## src/rtl/core/mdec_pkg.sv

```systemverilog
// Package for the meter reply frame decoder: frame constants, CRC table
// function and the control struct passed between frame and CRC logic.
// No dependencies.
`timescale 1ns / 1ps
`default_nettype none

package mdec_pkg;

  localparam int FRAME_BYTES = 25;

  typedef logic [4:0]  pos_t;
  typedef logic [15:0] crc_t;

  localparam pos_t MEAS_LEN = 5'd25;
  localparam pos_t ADDR_LEN = 5'd7;
  localparam pos_t POS_MAX  = 5'd31;

  localparam crc_t CRC_INIT = 16'hFFFF;
  localparam crc_t CRC_POLY = 16'hA001;

  typedef struct packed {
    logic restart;
    logic take;
  } crc_ctrl_t;

  // one entry of the reflected CRC-16 table
  function automatic crc_t crc_entry(input logic [7:0] idx);
    crc_t c;
    c = {8'h00, idx};
    for (int i = 0; i < 8; i++) begin
      if (c[0]) begin
        c = (c >> 1) ^ CRC_POLY;
      end else begin
        c = c >> 1;
      end
    end
    return c;
  endfunction

endpackage

`default_nettype wire

```

## src/rtl/core/meter_reply_frame_decoder.sv

```systemverilog
// Meter reply frame decoder, top level.
// Depends on mdec_pkg, mdec_frame and mdec_crc.
//
// Usage:
//   Input channel in_valid/in_ready carries one reply byte per item (rx_byte)
//   with frame_start set on byte 0 of a reply. Output channel
//   out_valid/out_ready carries one result item per completed frame: the
//   held meter values, the device address and crc_good.
//   Config channel cfg_valid/cfg_ready writes reply_kind (0 = 25-byte
//   measurement reply, 1 = 7-byte address reply); cfg_ready is always high.
//   Write it only while no item is in flight.
// Timing:
//   One item per cycle sustained while results are taken. An accepted byte
//   waits in the input register until one pass updates position, CRC and
//   byte store; that pass loads a last byte's result into the held values.
// Reset (rst, synchronous): position 0, CRC 0xFFFF, held values 0,
//   reply_kind 0, both channels empty.
// Stall: while a result waits on out_ready, the held values double as the
//   output register; one more byte is taken into the input register and
//   in_ready then drops until the result is taken.
`timescale 1ns / 1ps
`default_nettype none

module meter_reply_frame_decoder
  import mdec_pkg::*;
(
  input  wire logic        clk,
  input  wire logic        rst,
  input  wire logic        cfg_valid,
  output logic             cfg_ready,
  input  wire logic        reply_kind,
  input  wire logic        in_valid,
  output logic             in_ready,
  input  wire logic [7:0]  rx_byte,
  input  wire logic        frame_start,
  output logic             out_valid,
  input  wire logic        out_ready,
  output logic [15:0]      voltage_raw,
  output logic [31:0]      current_raw,
  output logic [31:0]      power_raw,
  output logic [31:0]      energy_raw,
  output logic [15:0]      frequency_raw,
  output logic [15:0]      power_factor_raw,
  output logic [15:0]      alarm_word,
  output logic [7:0]       device_address,
  output logic             crc_good
);

  logic       kind;
  logic       in_full;
  logic [7:0] rx_byte_q;
  logic       frame_start_q;
  logic       step;
  logic       result;
  crc_ctrl_t  crc_ctrl;
  crc_t       crc_value;

  assign cfg_ready = 1'b1;
  assign step      = in_full && (!out_valid || out_ready);
  assign in_ready  = !in_full || step;

  always_ff @(posedge clk) begin
    if (rst) begin
      kind <= 1'b0;
    end else if (cfg_valid) begin
      kind <= reply_kind;
    end
  end

  always_ff @(posedge clk) begin
    if (rst) begin
      in_full <= 1'b0;
    end else if (in_valid && in_ready) begin
      in_full <= 1'b1;
    end else if (step) begin
      in_full <= 1'b0;
    end
  end

  always_ff @(posedge clk) begin
    if (in_valid && in_ready) begin
      rx_byte_q     <= rx_byte;
      frame_start_q <= frame_start;
    end
  end

  always_ff @(posedge clk) begin
    if (rst) begin
      out_valid <= 1'b0;
    end else if (result) begin
      out_valid <= 1'b1;
    end else if (out_ready) begin
      out_valid <= 1'b0;
    end
  end

  mdec_frame u_frame (
    .clk              (clk),
    .rst              (rst),
    .step             (step),
    .kind             (kind),
    .rx_byte          (rx_byte_q),
    .frame_start      (frame_start_q),
    .crc_value        (crc_value),
    .crc_ctrl         (crc_ctrl),
    .result           (result),
    .voltage_raw      (voltage_raw),
    .current_raw      (current_raw),
    .power_raw        (power_raw),
    .energy_raw       (energy_raw),
    .frequency_raw    (frequency_raw),
    .power_factor_raw (power_factor_raw),
    .alarm_word       (alarm_word),
    .device_address   (device_address),
    .crc_good         (crc_good)
  );

  mdec_crc u_crc (
    .clk       (clk),
    .rst       (rst),
    .ctrl      (crc_ctrl),
    .rx_byte   (rx_byte_q),
    .crc_value (crc_value)
  );

endmodule

`default_nettype wire

```

## src/rtl/core/mdec_crc.sv

```systemverilog
// CRC-16 accumulator, one byte per step, table form.
// Depends on mdec_pkg.
`timescale 1ns / 1ps
`default_nettype none

module mdec_crc
  import mdec_pkg::*;
(
  input  wire logic      clk,
  input  wire logic      rst,
  input  wire crc_ctrl_t ctrl,
  input  wire logic [7:0] rx_byte,
  output crc_t           crc_value
);

  crc_t crc;
  crc_t crc_cur;
  crc_t crc_next;

  always_comb begin
    crc_cur  = ctrl.restart ? CRC_INIT : crc;
    crc_next = {8'h00, crc_cur[15:8]} ^ crc_entry(crc_cur[7:0] ^ rx_byte);
  end

  always_ff @(posedge clk) begin
    if (rst) begin
      crc <= CRC_INIT;
    end else if (ctrl.take) begin
      crc <= crc_next;
    end else if (ctrl.restart) begin
      crc <= CRC_INIT;
    end
  end

  assign crc_value = crc;

endmodule

`default_nettype wire

```

## src/rtl/core/mdec_frame.sv

```systemverilog
// Byte position tracking, frame byte store, CRC check and held values.
// Depends on mdec_pkg; drives the control of mdec_crc.
`timescale 1ns / 1ps
`default_nettype none

module mdec_frame
  import mdec_pkg::*;
(
  input  wire logic        clk,
  input  wire logic        rst,
  input  wire logic        step,
  input  wire logic        kind,
  input  wire logic [7:0]  rx_byte,
  input  wire logic        frame_start,
  input  wire crc_t        crc_value,
  output crc_ctrl_t        crc_ctrl,
  output logic             result,
  output logic [15:0]      voltage_raw,
  output logic [31:0]      current_raw,
  output logic [31:0]      power_raw,
  output logic [31:0]      energy_raw,
  output logic [15:0]      frequency_raw,
  output logic [15:0]      power_factor_raw,
  output logic [15:0]      alarm_word,
  output logic [7:0]       device_address,
  output logic             crc_good
);

  pos_t       byte_position;
  pos_t       pos_eff;
  pos_t       pos_next;
  pos_t       len;
  logic       in_frame;
  logic       is_last;
  logic       good;
  logic [7:0] crc_low;
  logic [7:0] frame_bytes [FRAME_BYTES];

  always_comb begin
    len      = kind ? ADDR_LEN : MEAS_LEN;
    pos_eff  = frame_start ? '0 : byte_position;
    in_frame = pos_eff < len;
    pos_next = (pos_eff == POS_MAX) ? POS_MAX : pos_eff + 5'd1;
    is_last  = in_frame && (pos_eff == len - 5'd1);
    crc_low  = kind ? frame_bytes[ADDR_LEN - 5'd2] : frame_bytes[MEAS_LEN - 5'd2];
    good     = ({rx_byte, crc_low} == crc_value);
    result   = step && is_last;
    crc_ctrl.restart = step && frame_start;
    crc_ctrl.take    = step && in_frame && (pos_eff < len - 5'd2);
  end

  always_ff @(posedge clk) begin
    if (rst) begin
      byte_position <= '0;
    end else if (step) begin
      byte_position <= pos_next;
    end
  end

  always_ff @(posedge clk) begin
    if (step && in_frame) begin
      frame_bytes[pos_eff] <= rx_byte;
    end
  end

  always_ff @(posedge clk) begin
    if (rst) begin
      voltage_raw      <= '0;
      current_raw      <= '0;
      power_raw        <= '0;
      energy_raw       <= '0;
      frequency_raw    <= '0;
      power_factor_raw <= '0;
      alarm_word       <= '0;
      device_address   <= '0;
      crc_good         <= 1'b0;
    end else if (result) begin
      crc_good <= good;
      if (good) begin
        if (kind) begin
          device_address <= frame_bytes[4];
        end else begin
          voltage_raw      <= {frame_bytes[3], frame_bytes[4]};
          current_raw      <= {frame_bytes[7], frame_bytes[8],
                               frame_bytes[5], frame_bytes[6]};
          power_raw        <= {frame_bytes[11], frame_bytes[12],
                               frame_bytes[9], frame_bytes[10]};
          energy_raw       <= {frame_bytes[15], frame_bytes[16],
                               frame_bytes[13], frame_bytes[14]};
          frequency_raw    <= {frame_bytes[17], frame_bytes[18]};
          power_factor_raw <= {frame_bytes[19], frame_bytes[20]};
          alarm_word       <= {frame_bytes[21], frame_bytes[22]};
        end
      end
    end
  end

endmodule

`default_nettype wire

```

## config.mk

```make
export PLATFORM = sky130hd
export DESIGN_NAME = meter_reply_frame_decoder
export DESIGN_NICKNAME = d
export VERILOG_FILES = /design/src/rtl/core/mdec_pkg.sv /design/src/rtl/core/meter_reply_frame_decoder.sv /design/src/rtl/core/mdec_crc.sv /design/src/rtl/core/mdec_frame.sv
export SDC_FILE = /design/constraint.sdc
export NUM_CORES = 1
export LEC_CHECK = 0
export BUFFER_PORTS_ARGS = -buffer_cell sky130_fd_sc_hd__buf_2
export CELL_PAD_IN_SITES_DETAIL_PLACEMENT = 1
export CELL_PAD_IN_SITES_GLOBAL_PLACEMENT = 1
export CORE_ASPECT_RATIO = 1.1
export CORE_MARGIN = 2
export CORE_UTILIZATION = 48
export CTS_CLUSTER_SIZE = 30
export DETAILED_ROUTE_END_ITERATION = 10
export PLACE_DENSITY = 0.94
export REMOVE_ABC_BUFFERS = 1
export SLEW_MARGIN = 10
export SYNTH_ARGS = -nofsm -noshare
export SYNTH_HDL_FRONTEND = slang
export SYNTH_SLANG_ARGS = --single-unit
export TNS_END_PERCENT = 20
```

## constraint.sdc

```tcl
create_clock -name clk -period 6.5 [get_ports clk]
set_clock_uncertainty 0.2 [all_clocks]
set_input_delay 1.3 -clock clk [delete_from_list [all_inputs] [get_ports clk]]
set_output_delay 1.3 -clock clk [all_outputs]
set_load 0.01 [all_outputs]
```

# Word-level counts from Yosys, hierarchy flattened
# Memories as Yosys holds them, arrays and structs flattened. A register that Yosys moved wholly into a read port is not among the register bits.
# Index checks and enable logic that the tools add are counted.
# totals
regBits	58
latch_bits	0
ramBits	200
rom_bits	0
in_bits	15
out_inout_bits	172
elab_cells	65
memories	1
# memory_table
name	words	width	read_ports	rd_ports_with_merged_regs	wr	line	rtl
u_frame.frame_bytes	25	8	22	19	1	mdec_frame.sv:37	logic [7:0] frame_bytes [FRAME_BYTES];
# op_classes
addsub	3
mul	0
n_div	0
magnitude_cmp	2
eq_ne	3
shift	0
mux	20
n_bitwise	11
n_reduce_logical	15
# ops
operator	count
$mux W16	10
$not A2 Y3	7
$eq A16 B16 Y1	1
$xor A8 B16 Y16	1
$mux W5	3
$lt A5 B5 Y1	2
$mux W8	1
$xor A8 B8 Y8	1
$logic_and A1 B1 Y1	7
$mux W1	6
$reduce_and A3 Y1	2
$add A5 B1 Y5 const B	1
$eq A5 B5 Y1	1
$eq A5 B5 Y1 const B	1
$sub A5 B1 Y5 const B	1
$sub A5 B2 Y5 const B	1
$reduce_bool A2 Y1	2
$not A1 Y3	1
$logic_not A1 Y1	2
$logic_or A1 B1 Y1	2
$not A1 Y1	1

# Logic depth before layout (Yosys ltp)
# Gate-level depths: netlist (run 1).
# depth
word_depth	24
mapped_depth	14
mapped_depth_nobuf	10

# Modules after synthesis
# A second synthesis (run 1) with hierarchy kept.
# unflattened
cells_unflattened	1169
hier_area_um2	14886.8
# by_module_without_submodules
mod	instances	cells_each	area_per_inst_um2	seq_area_each_um2
mdec_frame	1	1022	13425.4	8528.2
mdec_crc	1	123	1043.5	320.3
meter_reply_frame_decoder	1	24	417.9	330.3

# Worst setup path before layout (run 1)
# Ideal clock, no wire load.
# synth_timing
kind	input to register
startpoint	in out_ready
endpoint	reg u_frame.alarm_word[10] (netlist: alarm_word[10]), read port of u_frame.frame_bytes
setup_time_ns	0.132
arrival_time_ns	3.129
required_ns	6.168
setup_slack_ns	3.039
cell_stages	10
path_buffers	3
cell_sequence	nand2b_1 > o2111ai_1 > or3_4 > or4_4 > nand2b_1 > buf_4 > buf_6 > buf_6 > nand2_1 > a21oi_1
# synth_between
elab_chain_len	4
# synth_lines
element	line	rtl
start, declared	meter_reply_frame_decoder.sv:37	input wire logic out_ready,
$logic_or A1 B1 Y1	meter_reply_frame_decoder.sv:59	assign step = in_full && (!out_valid || out_ready);
$logic_and A1 B1 Y1	meter_reply_frame_decoder.sv:59	
$logic_and A1 B1 Y1	mdec_frame.sv:47	result = step && is_last;
$reduce_and A3 Y1 (no line)	--	
end, declared	mdec_frame.sv:24	output logic [15:0] alarm_word,
# No other way between the ends.
# A chain may end at the register's enable or synchronous reset.

# Final worst setup path (run 1)
# layout_timing
startpoint	reg kind
endpoint	reg u_frame.current_raw[1] (netlist: current_raw[1]), read port of u_frame.frame_bytes
# layout_between
elab_chain_len	6
word_cells_on_any_way	10
cone_classes	add/sub (1); order compare (1); eq/ne (2); mux (2); bitwise (1); reduce/logical (3)
# layout_lines
element	line	rtl
start, declared	meter_reply_frame_decoder.sv:49	logic kind;
start signal, assigned	meter_reply_frame_decoder.sv:66	kind <= reply_kind;
$mux W5	mdec_frame.sv:40	len = kind ? ADDR_LEN : MEAS_LEN;
$sub A5 B1 Y5	mdec_frame.sv:44	is_last = in_frame && (pos_eff == len - 5'd1);
$eq A5 B5 Y1	mdec_frame.sv:44	
$logic_and A1 B1 Y1	mdec_frame.sv:44	
$logic_and A1 B1 Y1	mdec_frame.sv:47	
$reduce_and A3 Y1 (no line) *	--	
end, declared	mdec_frame.sv:19	output logic [31:0] current_raw,
# Every way passes the cells marked *; elsewhere a longest branch is shown, timed or not.

==> results.toml, run 1 <==
[outcome]
outcome = "completed"

[synthesis]
ys_seq_area_share_pct = 70.0
synth_top_area_share_pct = 40.5
ys_warn_count = 0
synthArstFlopShare_pct = 0
ys.flop_type = "dfxtp_1"
ys_top_cells_by_count = "nand2_1 (348), dfxtp_1 (193), edfxtp_1 (177)"
synth.distinct_cells = 43
syn_area_sq_mm = 0.0131
synthCells = 1139
synth_area_leaders = "edfxtp_1 (41%), dfxtp_1 (29%), nand2_1 (10%)"
synth-seq-cells = 370
yosysTopAreaCell = "edfxtp_1"
synth_edf_count = 177
synth.most_common_cell = "nand2_1"
syn_avg_cell_area_sq_um = 11.5

[critical_path]
cp_data_arrival_time_ns = 4.87
cp-end-kind = "flip-flop"
critPathMaxFanout = 99
startpoint_type = "flip-flop"
startpoint = "kind"
required_ns = 6.64
r2r_slack_ns = 1.77
r2r-end = "current_raw[1]"
worstSetupPathType = "flip-flop to flip-flop"
crit_path_end = "current_raw[1]"
timing.rr.start = "kind"
r2r_cells = 10

[finish]
fin_nets = 1335
final_area_sq_mm = 0.0154
fillers = 2904
drive_gt1_share_pct = 19.5
finalNonFillerCells = 1696
syn_to_final_growth_pct = 17.4
final_util_pct = 57.1

[placement]
hpwl_mm = 21.4
placed_cells = 1628
portBuffers = 185
place_congestion = 0.846
dp_slack_ns = 1.80
placed_area_sq_mm = 0.0142

[die]
start_util_pct = 48.7
dieWidth_um = 162
die-area_sq_mm = 0.0287
fp.dieH_um = 177
coreArea_sq_mm = 0.0270
io_pins = 187
rows = 63

[grt]
grt_max_degree = 122
grt-ovfl-total = 0
grtUsageTotal_pct = 24.9
use_met3_pct = 3.86
grt.busiest_layer = "met2"
antenna_found_initial = 1
grt_pass1_wl_mm = 55.0
use_met2_pct = 46.3
met1_usage_pct = 29.3
grt_pass1_vias = 9689

[sta]
fin_ws_ns = 1.77
period_needed_ns = 4.73
setup_tns_ns = 0
relSlewSlack_pct = 15.9
worstMarginPinSlew_ns = 1.26
max_freq_mhz = 211
maxSlewViolCount = 0
rsz0062_at_grt = "false"
setup_viol = 0
hold_slack_ns = 0.248
hold_violations = 0
period_share_pct = 72.8

[min_path]
min_path_cells = 2
hold_class = "flip-flop to flip-flop"

[clock_tree]
cts_buffer_depth = 3
post-cts-setup-buffers = 0
clock-sinks = 370
cts_resized = 0
cts_hold_buf = 0
cts-root-buf = "clkbuf_16"
cts_tree = "yes"
cts-buffers-inserted = 38
insertion_delay_ns = 0.51
clkTransAtPathRegs_ns = 0.06
h-tree-depth = 2

[power]
leakagePower_nw = 5.70
vdd_drop_max_v = 0.000184
power_per_cell_area_mw_per_mm2 = 313
power_mw = 4.82

[drt]
postRouteAntennaNets = 0
routed_wl_mm = 36.3
first_iter_violations = 766
via_per_inst = 5.40
drt_pass1_iterations = 5
vias = 9166
routedWlPerCell_um = 21.4
post-route-drc-count = 0

[flow_run]
cap_viol_max_count = 0
## power breakdown
group | switching, mW | total [mW] | internal (mW)
registers | 0.0247 | 2.49 | 2.46
logic | 0.132 | 0.198 | 0.0660
clock network | 0.881 | 2.14 | 1.26
## flip-flops by register name (all words and copies together) (netlist names)
register                count
u_frame.frame_bytes       168
current_raw                32
energy_raw                 32
power_raw                  32
alarm_word                 16
frequency_raw              16
power_factor_raw           16
u_crc.crc_value            16
voltage_raw                 9
rx_byte_q                   8
u_frame.device_address      8
u_frame.voltage_raw         7
u_frame.byte_position       5
frame_start_q               1
in_full                     1
kind                        1
out_valid                   1
u_frame.crc_good            1
## how the worst min path moves through the flow
stage | end | from
3_5_place_dp | voltage_raw[5] | voltage_raw[5]
4_1_cts | voltage_raw[5] | voltage_raw[5]
6_report | power_raw[20] | power_raw[20]
2_1_floorplan | alarm_word[0] | alarm_word[0]
5_1_grt | current_raw[7] | current_raw[7]
3_3_place_gp | current_raw[20] | current_raw[20]
## cell families after synthesis
logic type / count (synthesis) / share of synthesized area (%)
flops: 370 / 70.0
other cells: 1 / 0.0286
xor+xnor: 47 / 3.14
simple gates: 427 / 13.0
compound gates: 191 / 7.74
fa+ha+maj: 9 / 0.858
mux: 24 / 1.85
buf+inv: 70 / 3.41
## layout by cell type (no fill, tap or decap), types with 12 or more instances in the layout
cell type and instances:
clkbuf_16 41, nor2_1 47, nand2_1 348, buf_4 12
xor2_1 25, a21oi_1 165, edfxtp_1 177, mux2i_1 22
buf_2 184, xnor2_1 22, dfxtp_1 193
## cell type report
type	instances	area, sq um	area share, %
multi-input cells	699	3510	22.8
diodes	1	2.50	0.0163
repair buffers	197	1020	6.64
flip-flops and latches	370	9180	59.6
clock buffers	55	1140	7.39
well taps	357	447	2.90
inverters	5	18.8	0.122
clock inverters	12	85.1	0.553
## layer usage
layer	wire length (um)	share of wire (%)
met4	1070	3.0
met2	19500	54
met1	14000	39
met3	1760	4.8
met5	0	0
## critical path: stages (launching register included)
cell and delay, ns:
dfxtp_1 0.81, inv_1 0.27, ha_1 0.38, a21oi_1 0.16, o2111ai_1 0.14, or3_4 0.41
or4_4 0.53, nand2b_4 0.70, buf_4 0.60, nand2_1 0.19, a21oi_1 0.10
(Power assumes the default switching activity.)
==> run 2: changes to the inputs <==
CORE_UTILIZATION = 41   (was 48)
PLACE_DENSITY = 0.87   (was 0.94)
clock period = 4.1 ns   (was 6.5 ns; I/O delays follow)
==> run 2 against run 1 <==
  * Maximum frequency rose by 30%
  * Wire length fell by 4.7%
  * Critical path depth did not move
  * First-iteration DRC count fell by 23%
  * Die area rose by 17%
  * Combinational power rose by 63%
  * Core utilization fell by 7.5 points
  * Via count fell by 1.4%
  * Final area rose by 1.5%
  * Largest cell class unchanged
==> results.toml, run 2 (synthesized netlist as in run 1, its figures left out) <==
[outcome]
outcome = "completed"

[finish]
syn_to_final_growth_pct = 19.2
multi_input_area_sq_mm = 0.00351
antenna_cells = 0
seq_area_sq_mm = 0.00918
fillers = 3432
largest_register_ffs = 168
final_cell_mix = "nand2_1 (348), dfxtp_1 (193), buf_2 (184), edfxtp_1 (177), a21oi_1 (165)"
drive_gt1_share_pct = 20.1
final_common_cell = "nand2_1"
largest-register = "u_frame.frame_bytes"
final_area_sq_mm = 0.0156
fin_nets = 1343

[sta]
rsz0062_at_grt = "false"
period_needed_ns = 3.64
setup_viol = 0
hold_slack_ns = 0.249
setup_tns_ns = 0
worstMarginPinSlew_ns = 0.815
relSlewSlack_pct = 45.5
max_freq_mhz = 275
hold_violations = 0
fin_ws_ns = 0.460
maxSlewViolCount = 0
period_share_pct = 88.8

[die]
fp.dieH_um = 192
start_util_pct = 41.7
coreArea_sq_mm = 0.0315
dieWidth_um = 175
die-area_sq_mm = 0.0334
rows = 68
io_pins = 187

[power]
clkPwrFrac_pct = 45.1
pwr-share-seq_pct = 50.7
vdd_drop_max_v = 0.000290
p_comb_share_pct = 4.2
power_mw = 7.75
switching_share_pct = 21.4
leakagePower_nw = 5.78
intPower_mw = 6.10
power_per_cell_area_mw_per_mm2 = 496
switchingPower_mw = 1.66

[clock_tree]
h-tree-depth = 2
insertion_delay_ns = 0.52
cts_hold_buf = 0
cts_tree = "yes"
clkTransAtPathRegs_ns = 0.06
cts-root-buf = "clkbuf_16"
cts-buffers-inserted = 38
post-cts-setup-buffers = 0
cts_buffer_depth = 3
cts_resized = 0
clock-sinks = 370

[critical_path]
r2r_cells = 10
cp-end-kind = "flip-flop"
cp_data_arrival_time_ns = 3.86
cp_slowest_stage_delay_ns = 0.53
timing.rr.start = "frame_start_q"
r2r-end = "energy_raw[13]"
crit_path_top_delay_cell = "or4_4"
crit_chain = "nor2b_1, ha_1, a21oi_1, o2111ai_1, or3_4, or4_4, nor2_4, buf_12, nand2_1, a21oi_1"
worstSetupPathType = "flip-flop to flip-flop"
required_ns = 4.32
startpoint_type = "flip-flop"
critPathMaxFanout = 86
r2r_slack_ns = 0.46
path_common_cell = "a21oi_1"

[drt]
via_per_inst = 5.11
routedWlPerCell_um = 19.6
vias = 9038
first_iter_violations = 590
post-route-drc-count = 0
drt_pass1_iterations = 5
routed_wl_mm = 34.6
postRouteAntennaNets = 0

[placement]
placed_area_sq_mm = 0.0144
hpwl_mm = 20.8
portBuffers = 185
place_congestion = 0.789
dp_slack_ns = 0.582

[grt]
antenna_found_initial = 0
grt-ovfl-total = 0
grt_pass1_vias = 9540
grtUsageTotal_pct = 20.4
grt_max_degree = 115
grt_pass1_wl_mm = 53.0

[min_path]
min_path_cells = 2
hold_class = "flip-flop to flip-flop"
hold_end = "energy_raw[0]"
hold_start = "energy_raw[0]"

[flow_run]
cap_viol_max_count = 0
## run 2: cell types whose count changed in the layout (fill, tap and decap cells not counted), sizes merged
cell / previous run / this run
inv: 6 / 7
clkbuf: 55 / 53
diode: 1 / 0
buf: 197 / 205
bufinv: 1 / 4
## run 2: per-layer routing
metal  track usage [%]  routed length, um  vias up
met5                 0                  0        -
met4              6.57                953        0
met3              3.21               1430       67
met2              37.1              18000      227
met1              24.8              14300     4539
li1                  -                  -     4205
## run 2: worst max path at each step
stage / from / to / slack [ns]
after floorplan: kind / alarm_word[0] / -1.11
after global placement: frame_start_q / current_raw[23] / 0.75
after detailed placement: frame_start_q / power_factor_raw[1] / 0.58
after CTS: frame_start_q / current_raw[17] / 0.45
after global routing: frame_start_q / current_raw[17] / 0.25
final: frame_start_q / energy_raw[13] / 0.46
## run 2: cell type report
cell class,count,area share [%]
sequential,370,58.7
timing repair buffer,205,7.32
tap,420,3.36
multi-input combinational,699,22.4
clock inverter,16,1.20
inverter,5,0.120
clock buffer,53,6.84
## run 2: metrics by stage
step           std cells  util (%)
4_1_cts             1768      49.7
5_1_grt             1768      49.7
3_3_place_gp        1699      45.7
2_1_floorplan       1074         -
6_report            1768      49.7
3_5_place_dp        1699      45.7
## run 2: critical path, delay by kind of cell (launching register included)
family                   cells  cell delay (ns)
AO/OA/AOI/OAI                3             0.52
buffers and inverters        1             0.33
AND/OR/NAND/NOR              5             1.60
adder cells (fa/ha/maj)      1             0.35
flip-flops                   1             0.48
## run 2: power groups by stage
stage / registers (mW) / clock network [mW] / logic [mW]
after floorplan: 4.03 / 0 / 0.156
after global routing: 3.94 / 3.71 / 0.349
after global placement: 4.01 / 0 / 0.304
after detailed placement: 4.01 / 0 / 0.318
final: 3.93 / 3.50 / 0.323
after CTS: 3.93 / 3.56 / 0.325
